$ cat src/design/sgcs_pkg.sv
// ============================================================================
// sgcs_pkg
// Shared types, constants and microcode table for the stereo gain chase
// cubic saturator.
// ============================================================================
`default_nettype none

package sgcs_pkg;

   localparam int SAMPLE_W = 24;
   localparam int GAIN_W   = 17;
   localparam int SPEED_W  = 28;
   localparam int PROD_W   = 60;
   localparam int CSR_AW   = 2;
   localparam int CSR_DW   = 32;

   localparam logic [CSR_AW-1:0] ADDR_TRIM_GAIN = 2'd0;

   localparam logic [GAIN_W-1:0]  UNITY_GAIN   = 17'd65536;
   localparam logic [SPEED_W-1:0] SPEED_FLOOR  = 28'd22937600;   // 350.0
   localparam logic [SPEED_W-1:0] SPEED_CAP    = 28'd163840000;  // 2500.0
   localparam logic [SPEED_W-1:0] SPEED_FLOOR_PLUS_SUB = 28'd22938255;
   localparam logic [SPEED_W-1:0] DECAY_SUB    = 28'd655;        // 0.01
   localparam logic [31:0]        DECAY_MUL    = 32'd4294537799; // 0.9999

   typedef enum logic [3:0] {
      OP_NOP,
      OP_PREP,
      OP_DECAY,
      OP_DIV_INIT,
      OP_DIV_STEP,
      OP_SCALE,
      OP_SQUARE,
      OP_CUBE,
      OP_EMIT
   } op_type;

   typedef enum logic [1:0] {
      MA_SPEED,
      MA_GAIN,
      MA_MAG,
      MA_Y
   } mul_a_type;

   typedef enum logic [2:0] {
      MB_DECAY,
      MB_SPEED,
      MB_GAIN,
      MB_Y,
      MB_SQ
   } mul_b_type;

   typedef enum logic [1:0] {
      HOLD_NONE,
      HOLD_REQ,
      HOLD_DIV,
      HOLD_OUT
   } hold_type;

   typedef enum logic [1:0] {
      JMP_NONE,
      JMP_ALWAYS,
      JMP_LEFT
   } jump_type;

   typedef logic [3:0] upc_type;

   localparam upc_type UPC_IDLE      = 4'd0;
   localparam upc_type UPC_PREP      = 4'd1;
   localparam upc_type UPC_MUL_DECAY = 4'd2;
   localparam upc_type UPC_DECAY     = 4'd3;
   localparam upc_type UPC_MUL_CHASE = 4'd4;
   localparam upc_type UPC_DIV_INIT  = 4'd5;
   localparam upc_type UPC_DIV_STEP  = 4'd6;
   localparam upc_type UPC_MUL_SCALE = 4'd7;
   localparam upc_type UPC_SCALE     = 4'd8;
   localparam upc_type UPC_MUL_SQ    = 4'd9;
   localparam upc_type UPC_SQUARE    = 4'd10;
   localparam upc_type UPC_MUL_CUBE  = 4'd11;
   localparam upc_type UPC_CUBE      = 4'd12;
   localparam upc_type UPC_EMIT      = 4'd13;

   typedef struct packed {
      op_type    op;
      logic      mul_en;
      mul_a_type mul_a;
      mul_b_type mul_b;
      hold_type  hold;
      jump_type  jump;
      upc_type   target;
   } uword_type;

   typedef struct packed {
      op_type    op;
      logic      mul_en;
      mul_a_type mul_a;
      mul_b_type mul_b;
      logic      load;
   } dp_ctl_type;

   typedef struct packed {
      logic div_busy;
      logic ch_right;
   } dp_status_type;

   function automatic uword_type ucode_rom(input upc_type upc);
      uword_type w;
      w.op     = OP_NOP;
      w.mul_en = 1'b0;
      w.mul_a  = MA_SPEED;
      w.mul_b  = MB_DECAY;
      w.hold   = HOLD_NONE;
      w.jump   = JMP_NONE;
      w.target = UPC_IDLE;
      case (upc)
         UPC_IDLE: begin
            w.hold = HOLD_REQ;
         end
         UPC_PREP: begin
            w.op = OP_PREP;
         end
         UPC_MUL_DECAY: begin
            w.mul_en = 1'b1;
            w.mul_a  = MA_SPEED;
            w.mul_b  = MB_DECAY;
         end
         UPC_DECAY: begin
            w.op = OP_DECAY;
         end
         UPC_MUL_CHASE: begin
            w.mul_en = 1'b1;
            w.mul_a  = MA_GAIN;
            w.mul_b  = MB_SPEED;
         end
         UPC_DIV_INIT: begin
            w.op = OP_DIV_INIT;
         end
         UPC_DIV_STEP: begin
            w.op   = OP_DIV_STEP;
            w.hold = HOLD_DIV;
         end
         UPC_MUL_SCALE: begin
            w.mul_en = 1'b1;
            w.mul_a  = MA_MAG;
            w.mul_b  = MB_GAIN;
         end
         UPC_SCALE: begin
            w.op = OP_SCALE;
         end
         UPC_MUL_SQ: begin
            w.mul_en = 1'b1;
            w.mul_a  = MA_Y;
            w.mul_b  = MB_Y;
         end
         UPC_SQUARE: begin
            w.op = OP_SQUARE;
         end
         UPC_MUL_CUBE: begin
            w.mul_en = 1'b1;
            w.mul_a  = MA_Y;
            w.mul_b  = MB_SQ;
         end
         UPC_CUBE: begin
            w.op     = OP_CUBE;
            w.jump   = JMP_LEFT;
            w.target = UPC_MUL_SCALE;
         end
         UPC_EMIT: begin
            w.op     = OP_EMIT;
            w.hold   = HOLD_OUT;
            w.jump   = JMP_ALWAYS;
            w.target = UPC_IDLE;
         end
         default: begin
            w.jump   = JMP_ALWAYS;
            w.target = UPC_IDLE;
         end
      endcase
      return w;
   endfunction

endpackage

`default_nettype wire

$ cat src/design/stereo_gain_chase_cubic_saturator.sv
// ============================================================================
// stereo_gain_chase_cubic_saturator
// Stereo trim with a chasing smoothed gain and cubic soft saturation,
// controlled by a microcoded sequencer over a shared datapath.
// ============================================================================
// rsp_tvalid rises when the emit step registers the shaped pair
// the program handles one stereo pair at a time, paced by the 17-step restoring
//   divider of the chase step and the single shared 28x32 multiplier
// a new req transaction is taken while a finished result waits on rsp
// reset: synchronous; chase speed 350.0, smoothed gain zero and unprimed,
//   trim_gain and last gain at unity, no result pending
`default_nettype none

module stereo_gain_chase_cubic_saturator (
   input  wire logic                          clock,
   input  wire logic                          reset,
   // req_tdata: sample_left [23:0], sample_right [47:24]
   input  wire logic                          req_tvalid,
   output logic                               req_tready,
   input  wire logic [47:0]                   req_tdata,
   // rsp_tdata: out_left [23:0], out_right [47:24]
   output logic                               rsp_tvalid,
   input  wire logic                          rsp_tready,
   output logic [47:0]                        rsp_tdata,
   input  wire logic                          csr_psel,
   input  wire logic                          csr_penable,
   input  wire logic                          csr_pwrite,
   input  wire logic [sgcs_pkg::CSR_AW-1:0]   csr_paddr,
   input  wire logic [sgcs_pkg::CSR_DW-1:0]   csr_pwdata,
   output logic [sgcs_pkg::CSR_DW-1:0]        csr_prdata,
   output logic                               csr_pready
);
   import sgcs_pkg::*;

   upc_type         pc_ff, pc_in;
   logic            rsp_valid_ff, rsp_valid_in;
   logic [47:0]     rsp_data_ff, rsp_data_in;
   logic [GAIN_W-1:0] trim_ff, trim_in;

   uword_type       uw;
   logic            hold;
   logic            take_jump;
   logic            req_accept;
   logic            csr_write;
   dp_ctl_type      dp_ctl;
   dp_status_type   dp_status;
   logic signed [SAMPLE_W-1:0] res_left;
   logic signed [SAMPLE_W-1:0] res_right;

   assign uw = ucode_rom(pc_ff);

   // configuration port
   assign csr_pready = 1'b1;
   assign csr_write  = csr_psel & csr_penable & csr_pwrite & csr_pready;
   assign csr_prdata = (csr_paddr == ADDR_TRIM_GAIN) ? {15'b0, trim_ff} : '0;

   always_comb begin
      trim_in = trim_ff;
      if (csr_write && (csr_paddr == ADDR_TRIM_GAIN)) begin
         trim_in = csr_pwdata[GAIN_W-1:0];
      end
   end

   always_comb begin
      case (uw.hold)
         HOLD_REQ: hold = ~req_tvalid;
         HOLD_DIV: hold = dp_status.div_busy;
         HOLD_OUT: hold = rsp_valid_ff & ~rsp_tready;
         default:  hold = 1'b0;
      endcase
      case (uw.jump)
         JMP_ALWAYS: take_jump = 1'b1;
         JMP_LEFT:   take_jump = ~dp_status.ch_right;
         default:    take_jump = 1'b0;
      endcase
   end

   // next step
   always_comb begin
      if (hold) begin
         pc_in = pc_ff;
      end else if (take_jump) begin
         pc_in = uw.target;
      end else begin
         pc_in = pc_ff + 4'd1;
      end
   end

   // outputs of the sequencer
   always_comb begin
      req_tready    = (uw.hold == HOLD_REQ);
      req_accept    = req_tvalid & req_tready;
      dp_ctl.op     = uw.op;
      dp_ctl.mul_en = uw.mul_en;
      dp_ctl.mul_a  = uw.mul_a;
      dp_ctl.mul_b  = uw.mul_b;
      dp_ctl.load   = req_accept;
   end

   always_comb begin
      rsp_valid_in = rsp_valid_ff;
      rsp_data_in  = rsp_data_ff;
      if (uw.op == OP_EMIT && !hold) begin
         rsp_valid_in = 1'b1;
         rsp_data_in  = {res_right, res_left};
      end else if (rsp_valid_ff && rsp_tready) begin
         rsp_valid_in = 1'b0;
      end
   end

   always_ff @(posedge clock) begin
      if (reset) begin
         pc_ff        <= UPC_IDLE;
         rsp_valid_ff <= 1'b0;
         trim_ff      <= UNITY_GAIN;
      end else begin
         pc_ff        <= pc_in;
         rsp_valid_ff <= rsp_valid_in;
         trim_ff      <= trim_in;
      end
   end

   always_ff @(posedge clock) begin
      rsp_data_ff <= rsp_data_in;
   end

   assign rsp_tvalid = rsp_valid_ff;
   assign rsp_tdata  = rsp_data_ff;

   sgcs_datapath u_datapath (
      .clock        (clock),
      .reset        (reset),
      .ctl          (dp_ctl),
      .sample_left  (req_tdata[23:0]),
      .sample_right (req_tdata[47:24]),
      .trim_gain    (trim_ff),
      .status       (dp_status),
      .res_left     (res_left),
      .res_right    (res_right)
   );

   a_accept_to_prep : assert property (@(posedge clock) disable iff (reset)
      req_tvalid && req_tready |=> pc_ff == UPC_PREP)
      else $error("accepted transaction did not start the program");

   a_rsp_from_emit : assert property (@(posedge clock) disable iff (reset)
      $rose(rsp_tvalid) |-> $past(pc_ff) == UPC_EMIT)
      else $error("result raised outside the emit step");

   a_both_channels : assert property (@(posedge clock) disable iff (reset)
      pc_ff == UPC_EMIT |-> !dp_status.ch_right)
      else $error("emit reached with right channel pending");

   a_div_holds : assert property (@(posedge clock) disable iff (reset)
      pc_ff == UPC_DIV_STEP && dp_status.div_busy |=> pc_ff == UPC_DIV_STEP)
      else $error("sequencer left the divider early");

   a_pc_range : assert property (@(posedge clock) disable iff (reset)
      pc_ff <= UPC_EMIT)
      else $error("step counter beyond program");

endmodule

`default_nettype wire

$ cat src/design/sgcs_datapath.sv
// ============================================================================
// sgcs_datapath
// Shared multiplier, serial divider and shaper registers driven by the
// microcode control word.
// ============================================================================
`default_nettype none

module sgcs_datapath (
   input  wire logic                                  clock,
   input  wire logic                                  reset,
   input  wire sgcs_pkg::dp_ctl_type                  ctl,
   input  wire logic signed [sgcs_pkg::SAMPLE_W-1:0]  sample_left,
   input  wire logic signed [sgcs_pkg::SAMPLE_W-1:0]  sample_right,
   input  wire logic        [sgcs_pkg::GAIN_W-1:0]    trim_gain,
   output sgcs_pkg::dp_status_type                    status,
   output logic signed      [sgcs_pkg::SAMPLE_W-1:0]  res_left,
   output logic signed      [sgcs_pkg::SAMPLE_W-1:0]  res_right
);
   import sgcs_pkg::*;

   logic signed [SAMPLE_W-1:0] samp_l_ff, samp_l_in;
   logic signed [SAMPLE_W-1:0] samp_r_ff, samp_r_in;
   logic [SPEED_W-1:0]         speed_ff, speed_in;
   logic [GAIN_W-1:0]          gain_ff, gain_in;
   logic                       gvalid_ff, gvalid_in;
   logic [GAIN_W-1:0]          last_ff, last_in;
   logic [PROD_W-1:0]          prod_ff, prod_in;
   logic [46:0]                rem_ff, rem_in;
   logic [44:0]                dsh_ff, dsh_in;
   logic [15:0]                quo_ff, quo_in;
   logic [4:0]                 cnt_ff, cnt_in;
   logic [24:0]                ymag_ff, ymag_in;
   logic                       yneg_ff, yneg_in;
   logic [25:0]                sq_ff, sq_in;
   logic                       ch_ff, ch_in;
   logic signed [SAMPLE_W-1:0] res_l_ff, res_l_in;
   logic signed [SAMPLE_W-1:0] res_r_ff, res_r_in;

   logic signed [SAMPLE_W-1:0] x_cur;
   logic [SAMPLE_W-1:0]        x_mag;
   logic [SPEED_W-1:0]         op_a;
   logic [31:0]                op_b;
   logic [PROD_W-1:0]          mul_full;

   logic [SPEED_W:0]           dbl;
   logic [SPEED_W-1:0]         capped;
   logic [PROD_W-1:0]          dec_sum;
   logic [SPEED_W-1:0]         dec_t;
   logic [SPEED_W:0]           den;
   logic [47:0]                div_diff;
   logic                       div_ge;
   logic [40:0]                scl_sum;
   logic [49:0]                sq_sum;
   logic [50:0]                cu_sum;
   logic [26:0]                cu;
   logic signed [28:0]         diff_s;
   logic signed [28:0]         r_s;
   logic signed [SAMPLE_W-1:0] r_sat;

   // operand selection for the shared multiplier
   always_comb begin
      x_cur = ch_ff ? samp_r_ff : samp_l_ff;
      x_mag = x_cur[SAMPLE_W-1] ? (~x_cur + 24'd1) : x_cur;
      case (ctl.mul_a)
         MA_SPEED: op_a = speed_ff;
         MA_GAIN:  op_a = {11'b0, gain_ff};
         MA_MAG:   op_a = {4'b0, x_mag};
         MA_Y:     op_a = {3'b0, ymag_ff};
         default:  op_a = '0;
      endcase
      case (ctl.mul_b)
         MB_DECAY: op_b = DECAY_MUL;
         MB_SPEED: op_b = {4'b0, speed_ff};
         MB_GAIN:  op_b = {15'b0, gain_ff};
         MB_Y:     op_b = {7'b0, ymag_ff};
         MB_SQ:    op_b = {6'b0, sq_ff};
         default:  op_b = '0;
      endcase
   end

   assign mul_full = {32'b0, op_a} * {28'b0, op_b};

   always_comb begin
      dbl      = (trim_gain != last_ff) ? {speed_ff, 1'b0} : {1'b0, speed_ff};
      capped   = (dbl > {1'b0, SPEED_CAP}) ? SPEED_CAP : dbl[SPEED_W-1:0];
      dec_sum  = prod_ff + 60'd2147483648;
      dec_t    = dec_sum[59:32];
      den      = {1'b0, speed_ff} + 29'd65536;
      div_diff = {1'b0, rem_ff} - {3'b0, dsh_ff};
      div_ge   = ~div_diff[47];
      scl_sum  = prod_ff[40:0] + 41'd32768;
      sq_sum   = prod_ff[49:0] + 50'd4194304;
      cu_sum   = prod_ff[50:0] + 51'd4194304;
      cu       = cu_sum[49:23];
      diff_s   = $signed({4'b0, ymag_ff}) - $signed({2'b0, cu});
      r_s      = yneg_ff ? -diff_s : diff_s;
      if (r_s > 29'sd8388607) begin
         r_sat = 24'sh7FFFFF;
      end else if (r_s < -29'sd8388608) begin
         r_sat = 24'sh800000;
      end else begin
         r_sat = r_s[SAMPLE_W-1:0];
      end
   end

   always_comb begin
      samp_l_in = samp_l_ff;
      samp_r_in = samp_r_ff;
      speed_in  = speed_ff;
      gain_in   = gain_ff;
      gvalid_in = gvalid_ff;
      last_in   = last_ff;
      prod_in   = ctl.mul_en ? mul_full : prod_ff;
      rem_in    = rem_ff;
      dsh_in    = dsh_ff;
      quo_in    = quo_ff;
      cnt_in    = cnt_ff;
      ymag_in   = ymag_ff;
      yneg_in   = yneg_ff;
      sq_in     = sq_ff;
      ch_in     = ch_ff;
      res_l_in  = res_l_ff;
      res_r_in  = res_r_ff;
      if (ctl.load) begin
         samp_l_in = sample_left;
         samp_r_in = sample_right;
      end
      case (ctl.op)
         OP_PREP: begin
            speed_in = capped;
            if (trim_gain != last_ff) begin
               last_in = trim_gain;
            end
            if (!gvalid_ff) begin
               gain_in   = trim_gain;
               gvalid_in = 1'b1;
            end
         end
         OP_DECAY: begin
            speed_in = (dec_t < SPEED_FLOOR_PLUS_SUB) ? SPEED_FLOOR : (dec_t - DECAY_SUB);
         end
         OP_DIV_INIT: begin
            // numerator carries the half-divisor for round to nearest
            rem_in = {2'b0, prod_ff[44:0]} + {14'b0, trim_gain, 16'b0}
                     + {19'b0, den[SPEED_W:1]};
            dsh_in = {den, 16'b0};
            cnt_in = 5'd16;
         end
         OP_DIV_STEP: begin
            rem_in = div_ge ? div_diff[46:0] : rem_ff;
            dsh_in = {1'b0, dsh_ff[44:1]};
            quo_in = {quo_ff[14:0], div_ge};
            if (cnt_ff == 5'd0) begin
               gain_in = {quo_ff, div_ge};
            end else begin
               cnt_in = cnt_ff - 5'd1;
            end
         end
         OP_SCALE: begin
            ymag_in = scl_sum[40:16];
            yneg_in = x_cur[SAMPLE_W-1];
         end
         OP_SQUARE: begin
            sq_in = sq_sum[48:23];
         end
         OP_CUBE: begin
            if (ch_ff) begin
               res_r_in = r_sat;
            end else begin
               res_l_in = r_sat;
            end
            ch_in = ~ch_ff;
         end
         default: begin
         end
      endcase
   end

   always_ff @(posedge clock) begin
      if (reset) begin
         speed_ff  <= SPEED_FLOOR;
         gain_ff   <= '0;
         gvalid_ff <= 1'b0;
         last_ff   <= UNITY_GAIN;
         cnt_ff    <= '0;
         ch_ff     <= 1'b0;
      end else begin
         speed_ff  <= speed_in;
         gain_ff   <= gain_in;
         gvalid_ff <= gvalid_in;
         last_ff   <= last_in;
         cnt_ff    <= cnt_in;
         ch_ff     <= ch_in;
      end
   end

   always_ff @(posedge clock) begin
      samp_l_ff <= samp_l_in;
      samp_r_ff <= samp_r_in;
      prod_ff   <= prod_in;
      rem_ff    <= rem_in;
      dsh_ff    <= dsh_in;
      quo_ff    <= quo_in;
      ymag_ff   <= ymag_in;
      yneg_ff   <= yneg_in;
      sq_ff     <= sq_in;
      res_l_ff  <= res_l_in;
      res_r_ff  <= res_r_in;
   end

   assign status.div_busy = (cnt_ff != 5'd0);
   assign status.ch_right = ch_ff;
   assign res_left        = res_l_ff;
   assign res_right       = res_r_ff;

endmodule

`default_nettype wire

$ cat config.mk
export PLATFORM = sky130hd
export DESIGN_NAME = stereo_gain_chase_cubic_saturator
export DESIGN_NICKNAME = d
export VERILOG_FILES = /design/src/design/sgcs_pkg.sv /design/src/design/stereo_gain_chase_cubic_saturator.sv /design/src/design/sgcs_datapath.sv
export SDC_FILE = /design/constraint.sdc
export NUM_CORES = 2
export LEC_CHECK = 0
export BUFFER_PORTS_ARGS = -buffer_cell sky130_fd_sc_hd__buf_2
export CAP_MARGIN = 20
export CORE_MARGIN = 1.5
export CORE_UTILIZATION = 51
export CTS_BUF_LIST = sky130_fd_sc_hd__clkbuf_16
export CTS_CLUSTER_DIAMETER = 30
export DETAILED_ROUTE_END_ITERATION = 10
export HOLD_SLACK_MARGIN = 0.1
export PLACE_DENSITY = 0.67
export SETUP_SLACK_MARGIN = 0.05
export SLEW_MARGIN = 20
export SYNTH_ARGS = -nofsm -noshare
export SYNTH_HDL_FRONTEND = slang
export SYNTH_HIERARCHICAL = 1
export SYNTH_SLANG_ARGS = --single-unit
$ cat constraint.sdc
create_clock -name clock -period 33 [get_ports clock]
set_input_delay 6.6 -clock clock [delete_from_list [all_inputs] [get_ports clock]]
set_output_delay 6.6 -clock clock [all_outputs]
set_load 0.01 [all_outputs]
==> flow_summary.ini <==
[outcome]
status = finished, final reports clean

[floorplan]
dieWidth_um = 335
core_sq_um = 109000
rows = 121
ios = 172
die_y_um = 335
dieArea_sq_um = 112000
start_util_pct = 51.5

[cts]
clk_root_buffer_cell = clkbuf_16
clk_pin_slew_ns = 0.05
postCtsSetupRepairBufs = 0
cts_resized = 0
clockBufferDepth = 3
clk_latency_ns = 0.68
cts_sinks = 455
htree_num_levels = 3
cts_buffers = 97
ctsHoldBuffers = 0
cts_tree = built

[routing]
met3_wirelength_um = 17800
wl_met1_um = 69900
top_layer_used = met5
drt_iter0_markers = 4287
wl_um = 170000
drcViolationCount = 0
wl_per_cell_um = 21.9
dr.pass1.iters = 6
vias_per_cell = 5.65
wl_met2_um = 75600
ant_nets = 0
vias = 43900

[global_route]
grt_antenna_before_repair = 4
grt_pass1_wl_um = 264000
grt_pass1_vias = 44800
grt_max_degree = 103
grt_usage_pct = 30.8
grt_overflow_total = 0

[synthesis]
synthFlopType = edfxtp_1
synth_edf_count = 364
yosys.area.top_type = fa_1
synth_warnings = 6
synthTopCellsByCount = 1,134 x inv_1, 786 x fa_1, 663 x nand2_1
ys_seq_elements = 455
synth.avg_cell_area_sq_um = 9.15
synth.top_cell.area_share_pct = 28.0
synthCells = 6146
synthTopCellsByArea = fa_1 28%, edfxtp_1 19%, ha_1 7.9%, inv_1 7.6%, nand2_1 4.4%
yosysUniqueCellTypes = 103
yosysMostFrequentCell = inv_1
yosysSeqAreaShare_pct = 22.7
ys_async_sr_fraction_pct = 0
syn_area_sq_um = 56200

[cells_and_area]
area_growth_pct = 10.4
fillCellCount = 9608
fin_nets = 7440
drive_above_1_share_pct = 8.77
fin_area_sq_um = 62100

[timing]
clock_skew_ns = 0.0611
finalMaxSlewViolations = 0
relSlewSlack_pct = 24.2
rsz0062_at_grt = false
min_period_ns = 14.02
fin_crit_sh_pct = 42.5
fmax_mhz = 71.3
setup_viol = 0
worst_pin_slew_ns = 1.14
hold_viol_final = 0
fin_setup_tns_ns = 0

[placement]
hpwl_um = 133000
io_buffers = 140
placed_area_sq_um = 58500
gp_congestion = 0.958

[critical_path]
start_kind = input port
crit_path_start = csr_paddr[1]
worstPathRequired_ns = 26.40
ff2ff_setup_slack_ns = 21.03
crit_arrival_ns = 7.42
reg2reg_from = u_datapath/ch_ff
rr_worst_depth = 32
cp-endpoint = csr_prdata[8]
crit_path_end_kind = output port
r2r_end = u_datapath/prod_ff[52]
path_max_fanout = 19
crit_type = input port to output port

[flow_run]
timing.max_cap.violations = 0

[worst_hold_path]
holdPathStages = 0
min_path_type = flip-flop to flip-flop
==> worst min path at each step <==
stage	from	end	slack [ns]
after detailed placement	u_datapath/res_left[12]	rsp_tdata[12]	0.40
final	u_datapath/res_right[21]	rsp_tdata[45]	0.41
after floorplan	u_datapath/res_left[0]	rsp_tdata[0]	0.40
after global routing	u_datapath/res_right[21]	rsp_tdata[45]	0.41
after CTS	u_datapath/res_right[21]	rsp_tdata[45]	0.41
after global placement	u_datapath/res_right[20]	rsp_tdata[44]	0.40
==> layer usage <==
layer  GRT usage, %  up-vias
met5              0        -
met2           47.6     2044
li1               -    19800
met3           8.06      358
met4           12.1        6
met1           41.5    21700
==> placed cells by master, fill, tap and decap left out, types with 21 or more instances in the layout <==
cell / n
a211oi_1: 21
a21o_1: 109
a21oi_1: 227
a22oi_1: 29
and2_1: 79
and3_1: 47
buf_2: 140
buf_4: 102
clkbuf_16: 101
dfxtp_1: 90
edfxtp_1: 364
fa_1: 786
ha_1: 354
inv_1: 1139
mux2i_1: 57
nand2_1: 662
nand2b_1: 73
nand3_1: 65
nand4_1: 44
nor2_1: 602
nor2b_1: 31
nor3_1: 60
o21a_1: 31
o21ai_0: 209
o21ai_2: 23
o21bai_1: 21
xnor2_1: 196
xor2_1: 123
==> registers in the layout (all words and copies together), names as in the netlist, 25 cells and up <==
| name | cells |
|---|---|
| u_datapath/rem_ff | 47 |
| u_datapath/prod_ff | 60 |
| u_datapath/speed_ff | 28 |
| u_datapath/dsh_ff | 45 |
| rsp_tdata | 48 |
| u_datapath/sq_ff | 26 |
| u_datapath/ymag_ff | 25 |
==> kinds of logic (layout without fill, tap and decap cells) <==
family / count (synthesis) / count (layout) / share of synthesized area, %
xor gates and xnor gates: 321 / 321 / 5.05
adders and majority gates: 1140 / 1140 / 35.9
other: 2 / 19 / 0.0134
DFF: 455 / 455 / 22.7
AOI/OAI and AO/OA: 935 / 935 / 10.8
and+or+nand+nor: 1795 / 1795 / 14.4
buffers and inverters: 1428 / 1562 / 9.79
muxes: 70 / 70 / 1.40
==> stage by stage <==
stage          worst slack [ns]  hold slack [ns]  std cells  util (%)
4_1_cts                   18.99            0.414       7770      56.9
2_1_floorplan             19.20            0.400       6160         -
3_5_place_dp              18.99            0.405       7588      53.6
3_3_place_gp              19.02            0.402       7588      53.6
6_report                  18.98            0.413       7773      56.9
5_1_grt                   18.87            0.410       7770      56.9
==> worst max-delay path: stages <==
cell and delay (ns):
buf_2 0.10, nor2_2 0.40, and2_1 0.20, buf_2 0.12
==> layout make-up <==
class	instances	area (sq um)	area share [%]
multi-input cells	4277	38200	61.6
flip-flops and latches	455	12800	20.5
inverters	1138	4270	6.88
clock buffers	101	2530	4.07
well taps	1476	1850	2.97
repair buffers	242	1470	2.36
clock inverters	81	996	1.60
diodes	3	7.51	0.0121
Power is left out: the tool's default activity adds up to more than one toggle a clock period on the data nets, which glitch-free logic cannot reach.
